[config.mk]
export PLATFORM = sky130hd
export DESIGN_NAME = udp_redirect_header_rewriter
export DESIGN_NICKNAME = d
export VERILOG_FILES = /design/src/rtl/udprw_pkg.sv /design/src/rtl/udprw_ram.sv /design/src/rtl/udp_redirect_header_rewriter.sv
export SDC_FILE = /design/constraint.sdc
export NUM_CORES = 2
export LEC_CHECK = 0
export ABC_AREA = 0
export BUFFER_PORTS_ARGS = -buffer_cell sky130_fd_sc_hd__buf_2
export CORE_MARGIN = 2
export CORE_UTILIZATION = 45
export CTS_BUF_LIST = sky130_fd_sc_hd__clkbuf_8
export CTS_CLUSTER_DIAMETER = 200
export DETAILED_ROUTE_END_ITERATION = 8
export PLACE_DENSITY = 0.67
export SYNTH_ARGS = -nofsm -noshare
export SYNTH_HDL_FRONTEND = slang
export SYNTH_SLANG_ARGS = --single-unit
[constraint.sdc]
create_clock -name clk -period 13.22 [get_ports clk]
set_input_delay 0.661 -clock clk [delete_from_list [all_inputs] [get_ports clk]]
set_output_delay 0.661 -clock clk [all_outputs]
set_load 0.03 [all_outputs]
[src/rtl/udprw_pkg.sv]
`default_nettype none
package udprw_pkg;

	// table sizes
	localparam int MAX_SERVERS      = 8;
	localparam int REDIRECT_ENTRIES = 256;
	localparam int SRV_DEPTH        = MAX_SERVERS + 1;
	localparam int SRV_AW           = (SRV_DEPTH > 1) ? $clog2(SRV_DEPTH) : 1;
	localparam int RDR_AW           = $clog2(REDIRECT_ENTRIES);

	// stream widths
	localparam int S_TDATA_W = 64;
	localparam int S_TUSER_W = 2;
	localparam int M_TDATA_W = 88;
	localparam int M_TUSER_W = 2;

	// command codes
	localparam logic [1:0] CMD_FRAME    = 2'd0;
	localparam logic [1:0] CMD_REDIRECT = 2'd1;
	localparam logic [1:0] CMD_SERVER   = 2'd2;

	// verdict codes
	localparam logic [1:0] VERDICT_PASS    = 2'd0;
	localparam logic [1:0] VERDICT_ABORT   = 2'd1;
	localparam logic [1:0] VERDICT_REWRITE = 2'd2;

	// frame offsets
	localparam logic [5:0] POS_ETH_HI   = 6'd12;
	localparam logic [5:0] POS_ETH_LO   = 6'd13;
	localparam logic [5:0] POS_IP_FIRST = 6'd14;
	localparam logic [5:0] POS_PROTO    = 6'd23;
	localparam logic [5:0] POS_IP_LAST  = 6'd23;
	localparam logic [5:0] POS_PORT_HI  = 6'd36;
	localparam logic [5:0] POS_PORT_LO  = 6'd37;
	localparam logic [5:0] POS_KEY      = 6'd42;
	localparam logic [5:0] POS_MAX      = 6'd63;

	// header match values
	localparam logic [15:0] ETHERTYPE_IPV4 = 16'h0800;
	localparam logic [7:0]  IP_PROTO_UDP   = 8'd17;
	localparam logic [15:0] UDP_PORT       = 16'd7777;

endpackage
`default_nettype wire

[src/rtl/udprw_ram.sv]
`default_nettype none
module udprw_ram #(
	parameter int WIDTH = 8,
	parameter int DEPTH = 256,
	localparam int AW = (DEPTH > 1) ? $clog2(DEPTH) : 1
) (
	input  wire logic             clk,
	input  wire logic             we,
	input  wire logic [AW-1:0]    waddr,
	input  wire logic [WIDTH-1:0] wdata,
	input  wire logic             re,
	input  wire logic [AW-1:0]    raddr,
	output logic      [WIDTH-1:0] rdata
);

	logic [WIDTH-1:0] mem [DEPTH];

	// write port, registered read port with read-old-data behavior
	always_ff @(posedge clk) begin
		if (we) begin
			mem[waddr] <= wdata;
		end
		if (re) begin
			rdata <= mem[raddr];
		end
	end

endmodule
`default_nettype wire

[src/rtl/udp_redirect_header_rewriter.sv]
`default_nettype none
// UDP redirect header rewriter. Takes one item per clock: frame bytes (tuser command 0) of an
// untagged Ethernet/IPv4 frame with a 20-byte header, redirect table writes (command 1) and
// server address writes (command 2), all on the same input stream. The last byte of a frame
// (tlast) yields one result item: pass, abort or rewrite with new source/destination addresses
// and a recomputed IPv4 header checksum. Throughput is one input item per cycle unless the
// input is held off; a result reaches the output through four register stages: the redirect
// table read, the dependent server table read, the checksum sum and the carry fold. The input
// is held off only while all four stages hold results and the output is not ready.
// Redirect entries are invalid after reset; server entries must be written before use.
module udp_redirect_header_rewriter (
	input  wire logic                              clk,
	input  wire logic                              arst_n,
	input  wire logic                              s_axis_tvalid,
	output logic                                   s_axis_tready,
	// data_byte[7:0], table_index[15:8], entry_valid[16], entry_server[24:17],
	// server_address[56:25], zero fill
	input  wire logic [udprw_pkg::S_TDATA_W-1:0]   s_axis_tdata,
	input  wire logic                              s_axis_tlast,
	// command[1:0]
	input  wire logic [udprw_pkg::S_TUSER_W-1:0]   s_axis_tuser,
	output logic                                   m_axis_tvalid,
	input  wire logic                              m_axis_tready,
	// chosen_server[7:0], new_source[39:8], new_destination[71:40], new_checksum[87:72]
	output logic      [udprw_pkg::M_TDATA_W-1:0]   m_axis_tdata,
	// verdict[1:0]
	output logic      [udprw_pkg::M_TUSER_W-1:0]   m_axis_tuser
);

	import udprw_pkg::*;

	// input field split
	logic [1:0]  cmd;
	logic [7:0]  in_byte;
	logic [7:0]  in_idx;
	logic        in_ev;
	logic [7:0]  in_es;
	logic [31:0] in_addr;

	assign cmd     = s_axis_tuser;
	assign in_byte = s_axis_tdata[7:0];
	assign in_idx  = s_axis_tdata[15:8];
	assign in_ev   = s_axis_tdata[16];
	assign in_es   = s_axis_tdata[24:17];
	assign in_addr = s_axis_tdata[56:25];

	// frame state
	logic [5:0]  pos_q;
	logic [19:0] sum_q;
	logic [2:0]  flags_q;
	logic [7:0]  key_q;
	logic [REDIRECT_ENTRIES-1:0] rvld_q;
	logic [31:0] src_q;

	// pipeline control
	logic v1_s1, v2_s2, v3_s3, out_valid_q;
	logic adv1, adv2, adv3, adv_o;
	logic fire, frame_fire, last_fire;

	assign adv_o = !out_valid_q || m_axis_tready;
	assign adv3  = !v3_s3 || adv_o;
	assign adv2  = !v2_s2 || adv3;
	assign adv1  = !v1_s1 || adv2;
	assign s_axis_tready = adv1;

	assign fire       = s_axis_tvalid && s_axis_tready;
	assign frame_fire = fire && (cmd == CMD_FRAME);
	assign last_fire  = frame_fire && s_axis_tlast;

	// header checks and word sum for the current byte
	logic [2:0]  flags_nx;
	logic [19:0] sum_nx;
	logic [7:0]  key_nx;
	logic [5:0]  pos_nx;
	logic        elig;

	always_comb begin
		flags_nx = flags_q;
		case (pos_q)
			POS_ETH_HI:  if (in_byte != ETHERTYPE_IPV4[15:8]) flags_nx[0] = 1'b1;
			POS_ETH_LO:  if (in_byte != ETHERTYPE_IPV4[7:0]) flags_nx[0] = 1'b1;
			POS_PROTO:   if (in_byte != IP_PROTO_UDP) flags_nx[1] = 1'b1;
			POS_PORT_HI: if (in_byte != UDP_PORT[15:8]) flags_nx[2] = 1'b1;
			POS_PORT_LO: if (in_byte != UDP_PORT[7:0]) flags_nx[2] = 1'b1;
			default: ;
		endcase
		sum_nx = sum_q;
		if (pos_q >= POS_IP_FIRST && pos_q <= POS_IP_LAST) begin
			sum_nx = sum_q + (pos_q[0] ? {12'd0, in_byte} : {4'd0, in_byte, 8'd0});
		end
		key_nx = (pos_q == POS_KEY) ? in_byte : key_q;
		pos_nx = (pos_q < POS_MAX) ? pos_q + 6'd1 : pos_q;
		elig   = (flags_nx == 3'd0) && (pos_q >= POS_KEY);
	end

	// frame state update, cleared after each verdict
	always_ff @(posedge clk or negedge arst_n) begin
		if (!arst_n) begin
			pos_q   <= '0;
			sum_q   <= '0;
			flags_q <= '0;
			key_q   <= '0;
		end else if (frame_fire) begin
			if (s_axis_tlast) begin
				pos_q   <= '0;
				sum_q   <= '0;
				flags_q <= '0;
				key_q   <= '0;
			end else begin
				pos_q   <= pos_nx;
				sum_q   <= sum_nx;
				flags_q <= flags_nx;
				key_q   <= key_nx;
			end
		end
	end

	// redirect entry valid bits
	always_ff @(posedge clk or negedge arst_n) begin
		if (!arst_n) begin
			rvld_q <= '0;
		end else if (fire && cmd == CMD_REDIRECT) begin
			rvld_q[in_idx[RDR_AW-1:0]] <= in_ev;
		end
	end

	// server entry 0 copy for the source address
	always_ff @(posedge clk) begin
		if (fire && cmd == CMD_SERVER && in_idx == 8'd0) begin
			src_q <= in_addr;
		end
	end

	// redirect table: server index per key
	logic [7:0] rsrv;

	udprw_ram #(
		.WIDTH(8),
		.DEPTH(REDIRECT_ENTRIES)
	) u_rdr_ram (
		.clk   (clk),
		.we    (fire && cmd == CMD_REDIRECT),
		.waddr (in_idx[RDR_AW-1:0]),
		.wdata (in_es),
		.re    (last_fire),
		.raddr (key_nx[RDR_AW-1:0]),
		.rdata (rsrv)
	);

	// stage 1: redirect entry available
	logic        elig_s1, vld_s1;
	logic [19:0] sum_s1;

	always_ff @(posedge clk or negedge arst_n) begin
		if (!arst_n) begin
			v1_s1 <= 1'b0;
		end else if (adv1) begin
			v1_s1 <= last_fire;
		end
	end

	always_ff @(posedge clk) begin
		if (last_fire) begin
			elig_s1 <= elig;
			vld_s1  <= rvld_q[key_nx[RDR_AW-1:0]];
			sum_s1  <= sum_nx;
		end
	end

	logic       big1;
	logic [1:0] verd1;
	logic [7:0] srv1;

	always_comb begin
		big1 = rsrv > 8'(MAX_SERVERS);
		if (!elig_s1) begin
			verd1 = VERDICT_PASS;
		end else if (!vld_s1 || big1) begin
			verd1 = VERDICT_ABORT;
		end else begin
			verd1 = VERDICT_REWRITE;
		end
		srv1 = (elig_s1 && vld_s1) ? rsrv : 8'd0;
	end

	// server table, written only for indexes in range
	logic [31:0] srd;
	logic        srv_re;

	assign srv_re = v1_s1 && adv2;

	udprw_ram #(
		.WIDTH(32),
		.DEPTH(SRV_DEPTH)
	) u_srv_ram (
		.clk   (clk),
		.we    (fire && cmd == CMD_SERVER && in_idx <= 8'(MAX_SERVERS)),
		.waddr (in_idx[SRV_AW-1:0]),
		.wdata (in_addr),
		.re    (srv_re),
		.raddr (big1 ? '0 : rsrv[SRV_AW-1:0]),
		.rdata (srd)
	);

	// stage 2: server address available, one's complement sum
	logic [1:0]  verd_s2;
	logic [7:0]  srv_s2;
	logic [19:0] sum_s2;
	logic [31:0] src_s2;

	always_ff @(posedge clk or negedge arst_n) begin
		if (!arst_n) begin
			v2_s2 <= 1'b0;
		end else if (adv2) begin
			v2_s2 <= v1_s1;
		end
	end

	always_ff @(posedge clk) begin
		if (srv_re) begin
			verd_s2 <= verd1;
			srv_s2  <= srv1;
			sum_s2  <= sum_s1;
			src_s2  <= src_q;
		end
	end

	logic        rw2;
	logic [31:0] src2, dst2;
	logic [20:0] tot2;

	always_comb begin
		rw2  = verd_s2 == VERDICT_REWRITE;
		src2 = rw2 ? src_s2 : 32'd0;
		dst2 = rw2 ? srd : 32'd0;
		tot2 = {1'b0, sum_s2} + {5'd0, src2[31:16]} + {5'd0, src2[15:0]}
			+ {5'd0, dst2[31:16]} + {5'd0, dst2[15:0]};
	end

	// stage 3: fold carries and invert
	logic [1:0]  verd_s3;
	logic [7:0]  srv_s3;
	logic [31:0] src_s3, dst_s3;
	logic [20:0] tot_s3;

	always_ff @(posedge clk or negedge arst_n) begin
		if (!arst_n) begin
			v3_s3 <= 1'b0;
		end else if (adv3) begin
			v3_s3 <= v2_s2;
		end
	end

	always_ff @(posedge clk) begin
		if (v2_s2 && adv3) begin
			verd_s3 <= verd_s2;
			srv_s3  <= srv_s2;
			src_s3  <= src2;
			dst_s3  <= dst2;
			tot_s3  <= tot2;
		end
	end

	logic [16:0] fold_a;
	logic [15:0] fold_b;
	logic [15:0] csum3;

	always_comb begin
		fold_a = {1'b0, tot_s3[15:0]} + {12'd0, tot_s3[20:16]};
		fold_b = fold_a[15:0] + {15'd0, fold_a[16]};
		csum3  = (verd_s3 == VERDICT_REWRITE) ? ~fold_b : 16'd0;
	end

	// output register
	logic [1:0]           m_verd_q;
	logic [M_TDATA_W-1:0] m_data_q;

	always_ff @(posedge clk or negedge arst_n) begin
		if (!arst_n) begin
			out_valid_q <= 1'b0;
		end else if (adv_o) begin
			out_valid_q <= v3_s3;
		end
	end

	always_ff @(posedge clk) begin
		if (v3_s3 && adv_o) begin
			m_verd_q <= verd_s3;
			m_data_q <= {csum3, dst_s3, src_s3, srv_s3};
		end
	end

	assign m_axis_tvalid = out_valid_q;
	assign m_axis_tuser  = m_verd_q;
	assign m_axis_tdata  = m_data_q;

`ifndef ASSERT_OFF
	// a rewrite always names a server inside the table
	a_rewrite_index: assert property (@(posedge clk) disable iff (!arst_n)
		(m_axis_tvalid && m_axis_tuser == VERDICT_REWRITE) |->
		(m_axis_tdata[7:0] <= 8'(MAX_SERVERS)))
		else $error("rewrite with server index out of range");

	// a pass result carries no server, addresses or checksum
	a_pass_zero: assert property (@(posedge clk) disable iff (!arst_n)
		(m_axis_tvalid && m_axis_tuser == VERDICT_PASS) |-> (m_axis_tdata == '0))
		else $error("pass result with nonzero fields");

	// an empty first stage never holds off the input
	a_ready_empty: assert property (@(posedge clk) disable iff (!arst_n)
		!v1_s1 |-> s_axis_tready)
		else $error("input stalled with empty pipeline");

	// a verdict enters the pipeline only from a last frame byte
	a_stage_source: assert property (@(posedge clk) disable iff (!arst_n)
		(adv1 && !last_fire) |=> !v1_s1)
		else $error("stage one loaded without a last frame byte");
`endif

endmodule
`default_nettype wire
==> run_results.csv <==
group,metric,value,unit
outcome,status,"finished clean",
yosys,synthTopCellsByArea,"edfxtp_1, mux2i_1, dfrtp_1, o22ai_1, mux2_2",
floorplan,pin_count,163,
global_routing,grt_overflow,0,
pwr,p_total,0.0184,W
yosys,ys_top_cells_by_count,"edfxtp_1, mux2i_1, o22ai_1, nor2_1, dfrtp_1",
clocking,clk-insertion-delay-late,1.08,ns
placed_design,dp_worst_setup_slack,6.36,ns
yosys,synth_top_family_by_area,"multiplexers",
placed_design,port-buffer-count,155,
worst_hold_path,hp-start,"s_axis_tdata[2]",
global_routing,antenna_found_initial,20,
yosys,async_flop_share,0.0999,
critical_path,crit_path_cell_trace,"and4bb_4, nand3_4, mux2i_4, buf_12, buf_4, buf_4, mux2i_1, o22ai_1, o41ai_1, nand4_1, o22ai_1, nor2_1",
global_routing,grtUsageTotal,0.211,
clocking,cts_tree,"done",
yosys,yosysSeqAreaShare,0.743,
yosys,synth_most_common_cell,"edfxtp_1",
yosys,synth.cell_area,118000,um^2
routing,detailroute.via_count,63776,
routing,viasPerCell,5.71,
critical_path,r2r-end,"u_rdr_ram.rdata[0]$_DFFE_PP_",
cells_and_area,drive_gt1_frac,0.161,
critical_path,crit_path_max_fanout,121,
global_routing,grt_start_max_net_pins,134,
routing,routedWlPerCell,25.9,um
sta,slew_viol_final,0,
critical_path,regToRegSetupSlack,6.12,ns
routing,drt_iter0_markers,6890,
clocking,root_buffer,"clkbuf_8",
critical_path,crit_buf_inv,3,
cells_and_area,layout.nets,7416,
yosys,synth_nets,7042,
yosys,synth_xor_area_frac,0.00430,
critical_path,startpoint_type,"register",
floorplan,fp.dieH,516,um
cells_and_area,fill_cells,21221,
global_routing,grt_pass1_vias,62528,
cells_and_area,fin_util,0.504,
yosys,synthSimpleGateAreaFrac,0.0304,
clocking,cts.sinks,2974,
floorplan,initial_core_util,0.451,
routing,routed_wl,289000,um
critical_path,required,13.99,ns
clocking,cts_made_buffers,460,
yosys,synth_compound_area_frac,0.0535,
critical_path,slowest_delay,0.95,ns
sta,fin_crit,7.10,ns
clocking,post_cts_resized,0,
critical_path,cp_slowest_cell,"buf_4",
sta,relSlewSlack,0.109,
pwr,pwr_density_cell,139,nW/um^2
floorplan,core_area,262000,um^2
global_routing,grt_pass1_wl,417000,um
worst_hold_path,min_to,"key_q[2]$_DFFE_PN0P_",
critical_path,reg2regPathDepth,12,
yosys,synth_edf_count,2677,
job,cap_violations,0,
sta,fmax,141,MHz
clocking,clockBufferDepth,4,
placed_design,place.gp.congestion,0.862,
placed_design,hpwl,168000,um
critical_path,end_kind,"register",
yosys,synthFlopType,"edfxtp_1",
routing,drcViolationCount,0,
clocking,clk_pin_slew,0.06,ns
sta,fin_tns_setup,0,ns
sta,final.setup.worst_slack,6.12,ns
clocking,htreeDepth,5,
yosys,synth_top_area_frac,0.680,
routing,antenna_left,0,
critical_path,critical_path_class,"register to register",
yosys,synthMuxAreaShare,0.135,
critical_path,arrival,7.87,ns
pwr,ir_drop,91.4,uV
cells_and_area,syn_to_final_growth,11.7,%
floorplan,core.rowCount,188,
clocking,post_cts_buffers,0,
sta,holdWs,0.0781,ns
yosys,yosys_warnings,0,
yosys,yosysUniqueCellTypes,65,
sta,finalSetupViolations,0,
worst_hold_path,hp-class,"input pin to register",
yosys,synthAdderAreaFrac,0.0136,
routing,drt_pre_antenna_iters,6,
yosys,postSynthCellCount,6872,
worst_hold_path,holdPathStages,2,
yosys,yosys.area.top_type,"edfxtp_1",
critical_path,rr_startpoint,"pos_q[0]$_DFFE_PN0P_",
sta,clock_skew,0.178,ns
floorplan,die-area,267000,um^2
sta,final_hold_viol_count,0,
sta,rsz0062_at_grt,"no",
yosys,syn_area_per_cell,17.2,um^2
floorplan,die_x,516,um
yosys,ys_seq_elements,2974,
sta,worstMarginPinSlew,1.32,ns
sta,period_share,0.537,
pwr,p_leak,44.4,nW
critical_path,path_delay_family,"buffers and inverters",
[placed cells by master (no fill, tap or decap), drive strengths merged, types with 50 or more instances in the layout]
cell / n
o22ai: 596
dfrtp: 297
mux2i: 1159
inv: 322
a21oi: 65
nand4: 53
buf: 259
clkbuf: 504
o21ai: 55
nor2: 343
edfxtp: 2677
nand2: 167
clkinv: 164
mux2: 262
ha: 50
o41ai: 147
mux4: 64
[cells by family after synthesis]
kind of cell | after synthesis
flops | 2974
mux | 1485
compound gates | 951
simple gates | 773
buf+inv | 532
fa+ha+maj | 99
xor+xnor | 58
[cell type report]
type                            count  area (um^2)  area share
Clock buffer                      503         6920      0.0525
Timing Repair Buffer              299         2130      0.0161
Tap cell                         3515         4400      0.0333
Antenna cell                       14         35.0    0.000265
Inverter                          145          544     0.00412
Clock inverter                    354         1780      0.0135
Multi-Input combinational cell   3366        28300       0.215
Sequential cell                  2974        87800       0.666
[worst max path at each step]
stage | start | end | slack, ns | cells after the start
6_report | pos_q[0]$_DFFE_PN0P_ | u_rdr_ram.rdata[0]$_DFFE_PP_ | 6.12 | 12
5_1_grt | pos_q[0]$_DFFE_PN0P_ | u_rdr_ram.rdata[0]$_DFFE_PP_ | 5.90 | 12
4_1_cts | pos_q[0]$_DFFE_PN0P_ | u_rdr_ram.rdata[5]$_DFFE_PP_ | 6.32 | 12
3_5_place_dp | pos_q[0]$_DFFE_PN0P_ | u_rdr_ram.rdata[4]$_DFFE_PP_ | 6.36 | 12
3_3_place_gp | pos_q[0]$_DFFE_PN0P_ | u_rdr_ram.rdata[1]$_DFFE_PP_ | 6.44 | 12
2_1_floorplan | m_axis_tready | dst_s3[0]$_DFFE_PP_ | 4.89 | 2
[registers in the layout, indices dropped and copies added (netlist names), 3 cells and up]
name	cells
pos_q	6
tot_s3	21
flags_q	3
sum_s1	20
sum_s2	20
m_axis_tdata	88
u_rdr_ram.mem	2048
src_s3	32
key_q	8
u_srv_ram.mem	288
src_q	32
src_s2	32
sum_q	20
srv_s3	8
rvld_q	256
u_rdr_ram.rdata	8
u_srv_ram.rdata	32
srv_s2	8
dst_s3	32
[layer usage]
metal	wire length (um)	GRT usage	share of wire	up-vias
li1	-	-	-	27968
met1	120000	0.291	0.41	32706
met2	137000	0.338	0.48	2635
met3	24200	0.0440	0.084	467
met4	7760	0.0627	0.027	0
met5	0	0	0	-
[stage by stage]
stage,instances,cell area (um^2)
finish,11170,132000
floorplan,6872,118000
CTS,11156,132000
global placement,10260,123000
detailed placement,10260,123000
global route,11162,132000
[power by group]
group	internal [W]	leakage, nW	switching (W)	total [W]
combinational	0.000290	11.0	0.000555	0.000845
sequential	0.0103	28.2	0.0000287	0.0103
clock	0.00366	5.11	0.00355	0.00722
total	0.0142	44.4	0.00414	0.0184
[timing repair]
action | CTS | global route
setup endpoints to repair | 0 | 0
hold endpoints to repair | 390 | 0
hold buffers | 39 | 0
(Power assumes the default switching activity.)
